File: config.mk
export PLATFORM = sky130hd
export DESIGN_NAME = fixed_step_frame_pacer
export DESIGN_NICKNAME = d
export VERILOG_FILES = /design/src/design/fsp_pkg.sv /design/src/design/fixed_step_frame_pacer.sv /design/src/design/fsp_regs.sv /design/src/design/fsp_div.sv
export SDC_FILE = /design/constraint.sdc
export NUM_CORES = 2
export LEC_CHECK = 0
export BUFFER_PORTS_ARGS = -buffer_cell sky130_fd_sc_hd__buf_2
export CORE_ASPECT_RATIO = 0.6
export CORE_UTILIZATION = 40
export CTS_CLUSTER_DIAMETER = 60
export DETAILED_ROUTE_END_ITERATION = 12
export PLACE_DENSITY = 0.59
export SLEW_MARGIN = 15
export SYNTH_ARGS = -nofsm -noshare
export SYNTH_HDL_FRONTEND = slang
export SYNTH_SLANG_ARGS = --single-unit
export TNS_END_PERCENT = 30
File: constraint.sdc
create_clock -name clk_i -period 17.4 [get_ports clk_i]
set_clock_uncertainty 0.15 [all_clocks]
set_input_delay 0.87 -clock clk_i [delete_from_list [all_inputs] [get_ports clk_i]]
set_output_delay 0.87 -clock clk_i [all_outputs]
set_load 0.03 [all_outputs]
File: src/design/fsp_pkg.sv
// Shared types and constants of the fixed-step frame pacer.
package fsp_pkg;

  localparam int unsigned FREQ_BITS  = 32;
  localparam int unsigned FPS_BITS   = 10;
  localparam int unsigned DELTA_BITS = 32;
  localparam int unsigned ACC_BITS   = 43;
  localparam int unsigned SEC_BITS   = 33;
  localparam int unsigned ADDED_BITS = 42;
  localparam int unsigned OUT_BITS   = 32;
  localparam int unsigned ITER_BITS  = 6;

  localparam logic [FREQ_BITS-1:0]  FREQ_RESET = 32'd1000;
  localparam logic [FPS_BITS-1:0]   FPS_RESET  = 10'd25;
  localparam logic [DELTA_BITS-1:0] DELTA_MAX  = '1;

  // Iteration counts of the shared divider: the full accumulator, and the
  // one-second window, which sits left-aligned in the dividend.
  localparam logic [ITER_BITS-1:0] ITERS_ACC = 6'd43;
  localparam logic [ITER_BITS-1:0] ITERS_SEC = 6'd33;

  // Register indexes on the configuration port
  localparam logic REG_TICK_FREQ = 1'b0;
  localparam logic REG_FPS       = 1'b1;

  typedef struct packed {
    logic [FREQ_BITS-1:0] tick_frequency;
    logic [FPS_BITS-1:0]  frames_per_second;
  } fsp_cfg_t;

  typedef struct packed {
    logic                 start;
    logic [ITER_BITS-1:0] iters;
  } fsp_div_ctl_t;

  typedef struct packed {
    logic busy;
    logic done;
  } fsp_div_sts_t;

endpackage

File: src/design/fixed_step_frame_pacer.sv
// Top level of the fixed-step frame pacer: sequencer, timing state and output register.
//
// Input channel (in_valid_i/in_ready_o) takes one item: func_i = 0 is an update
// carrying timestamp_i, func_i = 1 is a jump that loads new_frame_i into the frame
// counter and clears all timing state. Every item yields exactly one result on the
// output channel (out_valid_o/out_ready_i): frames added, the frame counter and the
// updates measured over the last completed second.
// An update passes through accept, multiply and divider start, a run of the shared divider
// for the frame accumulator and a finish step. Crossing the one-second window adds a second
// divider run to reduce the window. A jump goes from accept straight to the finish step.
// The divider produces one quotient bit per cycle; one item is in work at a time.
// The result sits in an output register, so the next item is accepted while it
// waits; if a further result is ready before the receiver takes the last one, the
// sequencer holds in its finish step until the output register frees.
// Reset clears all timing state and the output valid flag, and sets the tick frequency
// to 1000 and the frame rate to 25. The user is to write configuration over the APB-style
// port only while the block is idle; the block itself does not enforce this.
module fixed_step_frame_pacer import fsp_pkg::*; #(
  parameter int unsigned STAMP_BITS = 48,
  parameter int unsigned COUNT_BITS = 32
) (
  input  logic                  clk_i,
  input  logic                  rst_ni,
  input  logic                  in_valid_i,
  output logic                  in_ready_o,
  input  logic                  func_i,
  input  logic [STAMP_BITS-1:0] timestamp_i,
  input  logic [31:0]           new_frame_i,
  output logic                  out_valid_o,
  input  logic                  out_ready_i,
  output logic [41:0]           frames_added_o,
  output logic [31:0]           frame_number_o,
  output logic [31:0]           updates_per_second_o,
  input  logic                  psel,
  input  logic                  penable,
  input  logic                  pwrite,
  input  logic [2:0]            paddr,
  input  logic [31:0]           pwdata,
  output logic [31:0]           prdata,
  output logic                  pready
);

  localparam logic [2:0] S_IDLE = 3'd0;
  localparam logic [2:0] S_MUL  = 3'd1;
  localparam logic [2:0] S_ADD  = 3'd2;
  localparam logic [2:0] S_DIVF = 3'd3;
  localparam logic [2:0] S_DIVS = 3'd4;
  localparam logic [2:0] S_FIN  = 3'd5;

  fsp_cfg_t             cfg;
  fsp_div_ctl_t         div_ctl;
  fsp_div_sts_t         div_sts;
  logic [ACC_BITS-1:0]  div_dividend;
  logic [ACC_BITS-1:0]  div_quo;
  logic [FREQ_BITS-1:0] div_rem;
  logic [FREQ_BITS-1:0] freq_eff;

  logic [2:0]            state_q, state_d;
  logic [STAMP_BITS-1:0] last_q, last_d;
  logic [ACC_BITS-1:0]   acc_q, acc_d;
  logic [COUNT_BITS-1:0] frame_q, frame_d;
  logic [SEC_BITS-1:0]   sec_q, sec_d;
  logic [COUNT_BITS-1:0] cnt_q, cnt_d;
  logic [COUNT_BITS-1:0] rate_q, rate_d;
  logic [DELTA_BITS-1:0] delta_q, delta_d;
  logic [ADDED_BITS-1:0] prod_q, prod_d;
  logic [ADDED_BITS-1:0] added_q, added_d;

  logic                  out_valid_q, out_valid_d;
  logic [ADDED_BITS-1:0] out_added_q;
  logic [OUT_BITS-1:0]   out_frame_q;
  logic [OUT_BITS-1:0]   out_rate_q;
  logic                  out_load;

  logic                  in_fire;
  logic [STAMP_BITS-1:0] stamp_diff;
  logic [63:0]           diff_wide;
  logic [DELTA_BITS-1:0] delta_new;
  logic                  sec_cross;
  logic                  sec_multi;

  fsp_regs u_regs (
    .clk_i   (clk_i),
    .rst_ni  (rst_ni),
    .psel    (psel),
    .penable (penable),
    .pwrite  (pwrite),
    .paddr   (paddr),
    .pwdata  (pwdata),
    .prdata  (prdata),
    .pready  (pready),
    .cfg_o   (cfg)
  );

  fsp_div u_div (
    .clk_i       (clk_i),
    .rst_ni      (rst_ni),
    .ctl_i       (div_ctl),
    .dividend_i  (div_dividend),
    .divisor_i   (freq_eff),
    .sts_o       (div_sts),
    .quotient_o  (div_quo),
    .remainder_o (div_rem)
  );

  assign freq_eff   = (cfg.tick_frequency == '0) ? FREQ_BITS'(1) : cfg.tick_frequency;
  assign in_ready_o = (state_q == S_IDLE);
  assign in_fire    = in_valid_i && in_ready_o;

  // Ticks since the previous update, saturated to the delta width, and zero while no previous timestamp is held
  assign stamp_diff = timestamp_i - last_q;
  assign diff_wide  = 64'(stamp_diff);
  always_comb begin
    if (last_q == '0) begin
      delta_new = '0;
    end else if (diff_wide > 64'(DELTA_MAX)) begin
      delta_new = DELTA_MAX;
    end else begin
      delta_new = DELTA_BITS'(diff_wide);
    end
  end

  assign sec_cross = {1'b0, sec_q} >= {2'b00, freq_eff};
  assign sec_multi = {1'b0, sec_q} >= {1'b0, freq_eff, 1'b0};

  always_comb begin
    state_d      = state_q;
    last_d       = last_q;
    acc_d        = acc_q;
    frame_d      = frame_q;
    sec_d        = sec_q;
    cnt_d        = cnt_q;
    rate_d       = rate_q;
    delta_d      = delta_q;
    prod_d       = prod_q;
    added_d      = added_q;
    div_ctl      = '0;
    div_dividend = acc_q + ACC_BITS'(prod_q);
    out_load     = 1'b0;
    case (state_q)
      S_IDLE: begin
        if (in_fire) begin
          if (func_i) begin
            frame_d = COUNT_BITS'(new_frame_i);
            last_d  = '0;
            acc_d   = '0;
            sec_d   = '0;
            cnt_d   = '0;
            rate_d  = '0;
            added_d = '0;
            state_d = S_FIN;
          end else begin
            delta_d = delta_new;
            last_d  = timestamp_i;
            state_d = S_MUL;
          end
        end
      end
      S_MUL: begin
        prod_d  = ADDED_BITS'(delta_q) * ADDED_BITS'(cfg.frames_per_second);
        sec_d   = sec_q + SEC_BITS'(delta_q);
        cnt_d   = cnt_q + 1'b1;
        state_d = S_ADD;
      end
      S_ADD: begin
        div_ctl.start = 1'b1;
        div_ctl.iters = ITERS_ACC;
        state_d       = S_DIVF;
      end
      S_DIVF: begin
        if (div_sts.done) begin
          added_d = div_quo[ADDED_BITS-1:0];
          frame_d = frame_q + COUNT_BITS'(div_quo);
          acc_d   = ACC_BITS'(div_rem);
          if (sec_cross) begin
            // Close the window: take the count, drop it when two seconds or more went by
            rate_d        = sec_multi ? '0 : cnt_q;
            cnt_d         = '0;
            div_dividend  = {sec_q, {(ACC_BITS - SEC_BITS){1'b0}}};
            div_ctl.start = 1'b1;
            div_ctl.iters = ITERS_SEC;
            state_d       = S_DIVS;
          end else begin
            state_d = S_FIN;
          end
        end
      end
      S_DIVS: begin
        if (div_sts.done) begin
          sec_d   = SEC_BITS'(div_rem);
          state_d = S_FIN;
        end
      end
      S_FIN: begin
        if (!out_valid_q || out_ready_i) begin
          out_load = 1'b1;
          state_d  = S_IDLE;
        end
      end
      default: state_d = S_IDLE;
    endcase
  end

  always_comb begin
    out_valid_d = out_valid_q;
    if (out_load) begin
      out_valid_d = 1'b1;
    end else if (out_ready_i) begin
      out_valid_d = 1'b0;
    end
  end

  always_ff @(posedge clk_i or negedge rst_ni) begin
    if (!rst_ni) begin
      state_q     <= S_IDLE;
      last_q      <= '0;
      acc_q       <= '0;
      frame_q     <= '0;
      sec_q       <= '0;
      cnt_q       <= '0;
      rate_q      <= '0;
      out_valid_q <= 1'b0;
    end else begin
      state_q     <= state_d;
      last_q      <= last_d;
      acc_q       <= acc_d;
      frame_q     <= frame_d;
      sec_q       <= sec_d;
      cnt_q       <= cnt_d;
      rate_q      <= rate_d;
      out_valid_q <= out_valid_d;
    end
  end

  always_ff @(posedge clk_i) begin
    delta_q <= delta_d;
    prod_q  <= prod_d;
    added_q <= added_d;
    if (out_load) begin
      out_added_q <= added_q;
      out_frame_q <= OUT_BITS'(frame_q);
      out_rate_q  <= OUT_BITS'(rate_q);
    end
  end

  assign out_valid_o          = out_valid_q;
  assign frames_added_o       = out_added_q;
  assign frame_number_o       = out_frame_q;
  assign updates_per_second_o = out_rate_q;

endmodule

File: src/design/fsp_regs.sv
// Configuration registers of the frame pacer behind an APB-style port.
module fsp_regs import fsp_pkg::*; (
  input  logic        clk_i,
  input  logic        rst_ni,
  input  logic        psel,
  input  logic        penable,
  input  logic        pwrite,
  input  logic [2:0]  paddr,
  input  logic [31:0] pwdata,
  output logic [31:0] prdata,
  output logic        pready,
  output fsp_cfg_t    cfg_o
);

  logic [FREQ_BITS-1:0] freq_q, freq_d;
  logic [FPS_BITS-1:0]  fps_q, fps_d;
  logic                 wr_en;

  assign wr_en  = psel && penable && pwrite;
  assign pready = 1'b1;

  always_comb begin
    freq_d = freq_q;
    fps_d  = fps_q;
    if (wr_en) begin
      case (paddr[2])
        REG_TICK_FREQ: freq_d = pwdata;
        REG_FPS:       fps_d  = pwdata[FPS_BITS-1:0];
        default:       freq_d = freq_q;
      endcase
    end
  end

  always_ff @(posedge clk_i or negedge rst_ni) begin
    if (!rst_ni) begin
      freq_q <= FREQ_RESET;
      fps_q  <= FPS_RESET;
    end else begin
      freq_q <= freq_d;
      fps_q  <= fps_d;
    end
  end

  always_comb begin
    case (paddr[2])
      REG_TICK_FREQ: prdata = freq_q;
      REG_FPS:       prdata = {{(32 - FPS_BITS){1'b0}}, fps_q};
      default:       prdata = '0;
    endcase
  end

  assign cfg_o.tick_frequency    = freq_q;
  assign cfg_o.frames_per_second = fps_q;

endmodule

File: src/design/fsp_div.sv
// Shared restoring divider, one quotient bit per cycle.
module fsp_div import fsp_pkg::*; (
  input  logic                 clk_i,
  input  logic                 rst_ni,
  input  fsp_div_ctl_t         ctl_i,
  input  logic [ACC_BITS-1:0]  dividend_i,
  input  logic [FREQ_BITS-1:0] divisor_i,
  output fsp_div_sts_t         sts_o,
  output logic [ACC_BITS-1:0]  quotient_o,
  output logic [FREQ_BITS-1:0] remainder_o
);

  logic [ACC_BITS-1:0]  quo_q, quo_d;
  logic [FREQ_BITS-1:0] rem_q, rem_d;
  logic [FREQ_BITS-1:0] dvs_q, dvs_d;
  logic [ITER_BITS-1:0] cnt_q, cnt_d;
  logic [ITER_BITS-1:0] last_q, last_d;
  logic                 busy_q, busy_d;
  logic                 done_q, done_d;
  logic [FREQ_BITS:0]   part;
  logic [FREQ_BITS:0]   trial;

  // Bring down the next dividend bit and try the subtract
  assign part  = {rem_q, quo_q[ACC_BITS-1]};
  assign trial = part - {1'b0, dvs_q};

  always_comb begin
    quo_d  = quo_q;
    rem_d  = rem_q;
    dvs_d  = dvs_q;
    cnt_d  = cnt_q;
    last_d = last_q;
    busy_d = busy_q;
    done_d = 1'b0;
    if (ctl_i.start) begin
      quo_d  = dividend_i;
      rem_d  = '0;
      dvs_d  = divisor_i;
      cnt_d  = '0;
      last_d = ctl_i.iters - 1'b1;
      busy_d = 1'b1;
    end else if (busy_q) begin
      if (!trial[FREQ_BITS]) begin
        rem_d = trial[FREQ_BITS-1:0];
        quo_d = {quo_q[ACC_BITS-2:0], 1'b1};
      end else begin
        rem_d = part[FREQ_BITS-1:0];
        quo_d = {quo_q[ACC_BITS-2:0], 1'b0};
      end
      cnt_d = cnt_q + 1'b1;
      if (cnt_q == last_q) begin
        busy_d = 1'b0;
        done_d = 1'b1;
      end
    end
  end

  always_ff @(posedge clk_i or negedge rst_ni) begin
    if (!rst_ni) begin
      busy_q <= 1'b0;
      done_q <= 1'b0;
      cnt_q  <= '0;
      last_q <= '0;
    end else begin
      busy_q <= busy_d;
      done_q <= done_d;
      cnt_q  <= cnt_d;
      last_q <= last_d;
    end
  end

  always_ff @(posedge clk_i) begin
    quo_q <= quo_d;
    rem_q <= rem_d;
    dvs_q <= dvs_d;
  end

  assign sts_o.busy  = busy_q;
  assign sts_o.done  = done_q;
  assign quotient_o  = quo_q;
  assign remainder_o = rem_q;

endmodule
==> flow_summary.ini <==
[synthesis]
syn_area_mm2 = 0.0440
syn-num-nets = 5259
synth.yosys.seq_area_share_pct = 37.0
netlist-cell-type-count = 105
syn-mean-instance-area_um2 = 9.61
synth.yosys.warnings = 0
synth-main-ff-cell = edfxtp_1
syn-instance-count = 4573
synthArstFlopShare_pct = 44.9
synth_enable_flop_cells = 297
synth.ff_latch_count = 597

[worst_setup_path]
critical_path_cell_count = 23
cp.arrival_ps = 7800
endpoint_kind = flip-flop
cp_cell_sequence = nand2_1, fa_1, inv_1, fa_1, inv_1, fa_1, inv_1, fa_1, inv_1, fa_1, inv_1, ha_1, o21a_1, o21ai_0, nor2_1, a21oi_1, nor4_1, o311a_1, o2111ai_1, a21oi_1, nor2_1, o21ai_0, xnor2_1
cp_slowest_cell = dfstp_2
path_delay_family = adder cells
timing.critical_path.buf_inv = 5
max_stage_delay_ps = 1070
worst_setup_path_start_kind = flip-flop
timing.reg2reg.worst_path_depth = 23
worstPathMaxFanout = 34
cp_data_required_time_ps = 17650
crit_type = flip-flop to flip-flop

[grt]
grt.total_usage_pct = 23.2
busiest_layer = met1
gr-usage-met3_pct = 6.28
first_global_vias = 32000
global_route_wire_length_before_repair_um = 199000
grt_antenna_before_repair = 6
gr_met2_demand_resource_pct = 29.3
grt_use_met1_pct = 38.4
grt_start_max_net_pins = 96
overflow = 0

[clock_network]
cts_made_buffers = 66
clk_pin_slew_ps = 60
cts_tree = yes
postCtsSetupBuffers = 0
cts_resized = 0
latest_clock_arrival_within_the_worst_skew_pair_ps = 670
cts_hold_buf = 0
clock-sinks = 597
cts.path.max_buffers = 3
h_tree_level_count = 3
root_buffer = clkbuf_16

[route]
post_drt_wl_per_cell_um = 21.1
drt-initial-drc-count = 3023
first_pass_iters = 5
drc_errors = 0
postRouteWirelength_um = 130000
detail_route.vias_per_cell = 5.55
antenna_violating_nets_post_route = 0
num_vias = 34200

[final_layout]
layout_common_cells = nand2_1 (475), inv_1 (393), a21oi_1 (337)
finish.utilization_pct = 44.9
area.growth.synth_to_final_pct = 10.5
drive_above_1_share_pct = 11.0
num-nets-final = 5377
mostFrequentLayoutCell = nand2_1

[timing]
final_min_period_over_clock_period_pct = 43.4
setup_violations = 0
final.setup.worst_slack_ps = 9850
setup_tns_ps = 0
finalHoldViolations = 0
period_minus_slack_ps = 7550
worst_slew_pin_slew_ps = 1120
slew_headroom_pct = 25.6
final.hold.worst_slack_ps = 63.3
unrepaired_setup_endpoints_after_global_routing = false
timing.final.max_slew_violations = 0
max_clock_freq_mhz = 132

[outcome]
status = finished, final reports clean

[place]
count_of_input_and_output_buffers = 260
weighted_congestion_at_the_end_of_routability_driven_global_placement = 0.930
dp_hpwl_um = 100000
dpl_worst_slack_ps = 9920

[floorplan]
floorplan.rows = 93
pin_count = 264
core-area_mm2 = 0.108
initial_utilization_pct = 40.7
fp.dieArea_mm2 = 0.111
dieWidth_um = 430
die_h_um = 259

[flow_run]
drv_cap = 0

[hold_path]
hold_path_class = input pin to asynchronous set/reset pin
## kinds of logic after synthesis
| kind of cell | Yosys count | share of synthesized area (%) |
|---|---|---|
| multiplexers | 61 | 1.52 |
| adder cells (fa/ha/maj) | 563 | 20.2 |
| AO/OA/AOI/OAI | 1123 | 16.1 |
| flip-flops | 597 | 37.0 |
| buffers and inverters | 645 | 5.67 |
| other | 1 | 0.00853 |
| XOR/XNOR | 198 | 4.00 |
| AND/OR/NAND/NOR | 1385 | 15.5 |
## sequential cells by signal, summed over array words and instances, names as in the netlist, 3 cells and up
| signal | flops |
|---|---|
| frames_added_o | 42 |
| u_div.last_q | 5 |
| state_q | 3 |
| rate_q | 32 |
| delta_q | 32 |
| frame_number_o | 32 |
| acc_q | 32 |
| u_regs.fps_q | 10 |
| added_q | 42 |
| u_div.quotient_o | 43 |
| sec_q | 33 |
| updates_per_second_o | 32 |
| u_div.cnt_q | 6 |
| u_div.remainder_o | 32 |
| u_regs.freq_q | 32 |
| frame_q | 32 |
| last_q | 48 |
| u_div.dvs_q | 32 |
| prod_q | 42 |
| cnt_q | 32 |
## layer usage
| metal | part of all wire, % | up-vias |
|---|---|---|
| met4 | 1.3 | 0 |
| li1 | - | 16200 |
| met1 | 52 | 16700 |
| met2 | 37 | 1235 |
| met5 | 0 | - |
| met3 | 9.5 | 108 |
## final timing paths
check / end / start / slack, ps
setup / recovery: prod_q[37] / u_regs.fps_q[3] / 9850
hold / removal: u_regs.fps_q[6] / rst_ni / 60
setup reg to reg: prod_q[37] / u_regs.fps_q[3] / 9850
hold reg to reg: frames_added_o[10] / added_q[10] / 270
max in group asynchronous: last_q[27] / rst_ni / 15560
min in group clk_i: frames_added_o[10] / added_q[10] / 270
## synth_stat cells, types with 9 or more instances
library cell / n / area share (%)
a211oi_1: 28 / 0.48
a21o_1: 91 / 1.6
a21oi_1: 337 / 3.8
a22o_1: 63 / 1.3
a22oi_1: 29 / 0.50
a31oi_1: 33 / 0.47
and2_1: 182 / 2.6
and3_1: 77 / 1.1
and4_1: 9 / 0.18
buf_1: 16 / 0.14
buf_2: 17 / 0.19
clkbuf_1: 203 / 1.7
dfrtp_1: 259 / 15
dfstp_2: 9 / 0.54
dfxtp_1: 32 / 1.5
edfxtp_1: 297 / 20
fa_1: 243 / 11
ha_1: 320 / 9.1
inv_1: 394 / 3.4
mux2_2: 44 / 1.1
mux2i_1: 16 / 0.36
nand2_1: 479 / 4.1
nand2b_1: 76 / 1.1
nand3_1: 45 / 0.51
nand4_1: 49 / 0.70
nor2_1: 260 / 2.2
nor2b_1: 42 / 0.60
nor3_1: 54 / 0.61
nor4_1: 60 / 0.85
o211ai_1: 24 / 0.41
o21a_1: 31 / 0.53
o21ai_0: 302 / 3.4
o21ai_1: 10 / 0.11
o21bai_1: 35 / 0.60
o22ai_1: 16 / 0.23
o31ai_1: 18 / 0.31
or3_1: 14 / 0.20
xnor2_1: 112 / 2.2
xor2_1: 84 / 1.7
## stage by stage
step	area, um2	cells
5_1_grt	48600	6170
6_report	48600	6170
2_1_floorplan	44000	4573
3_5_place_dp	46400	6048
3_3_place_gp	46400	6048
4_1_cts	48600	6169
## cell type report
cell class / count / area, um2
Sequential cell: 597 / 16300
Fill cell: 10400 / 59500
Inverter: 398 / 1500
Multi-Input combinational cell: 3331 / 25300
Tap cell: 1425 / 1780
Timing Repair Buffer: 297 / 1590
Clock inverter: 31 / 319
Clock buffer: 90 / 1840
Antenna cell: 1 / 2.50
Power is not shown: default switching activity piles up to over one toggle a cycle in this logic, so the estimate is an artifact.
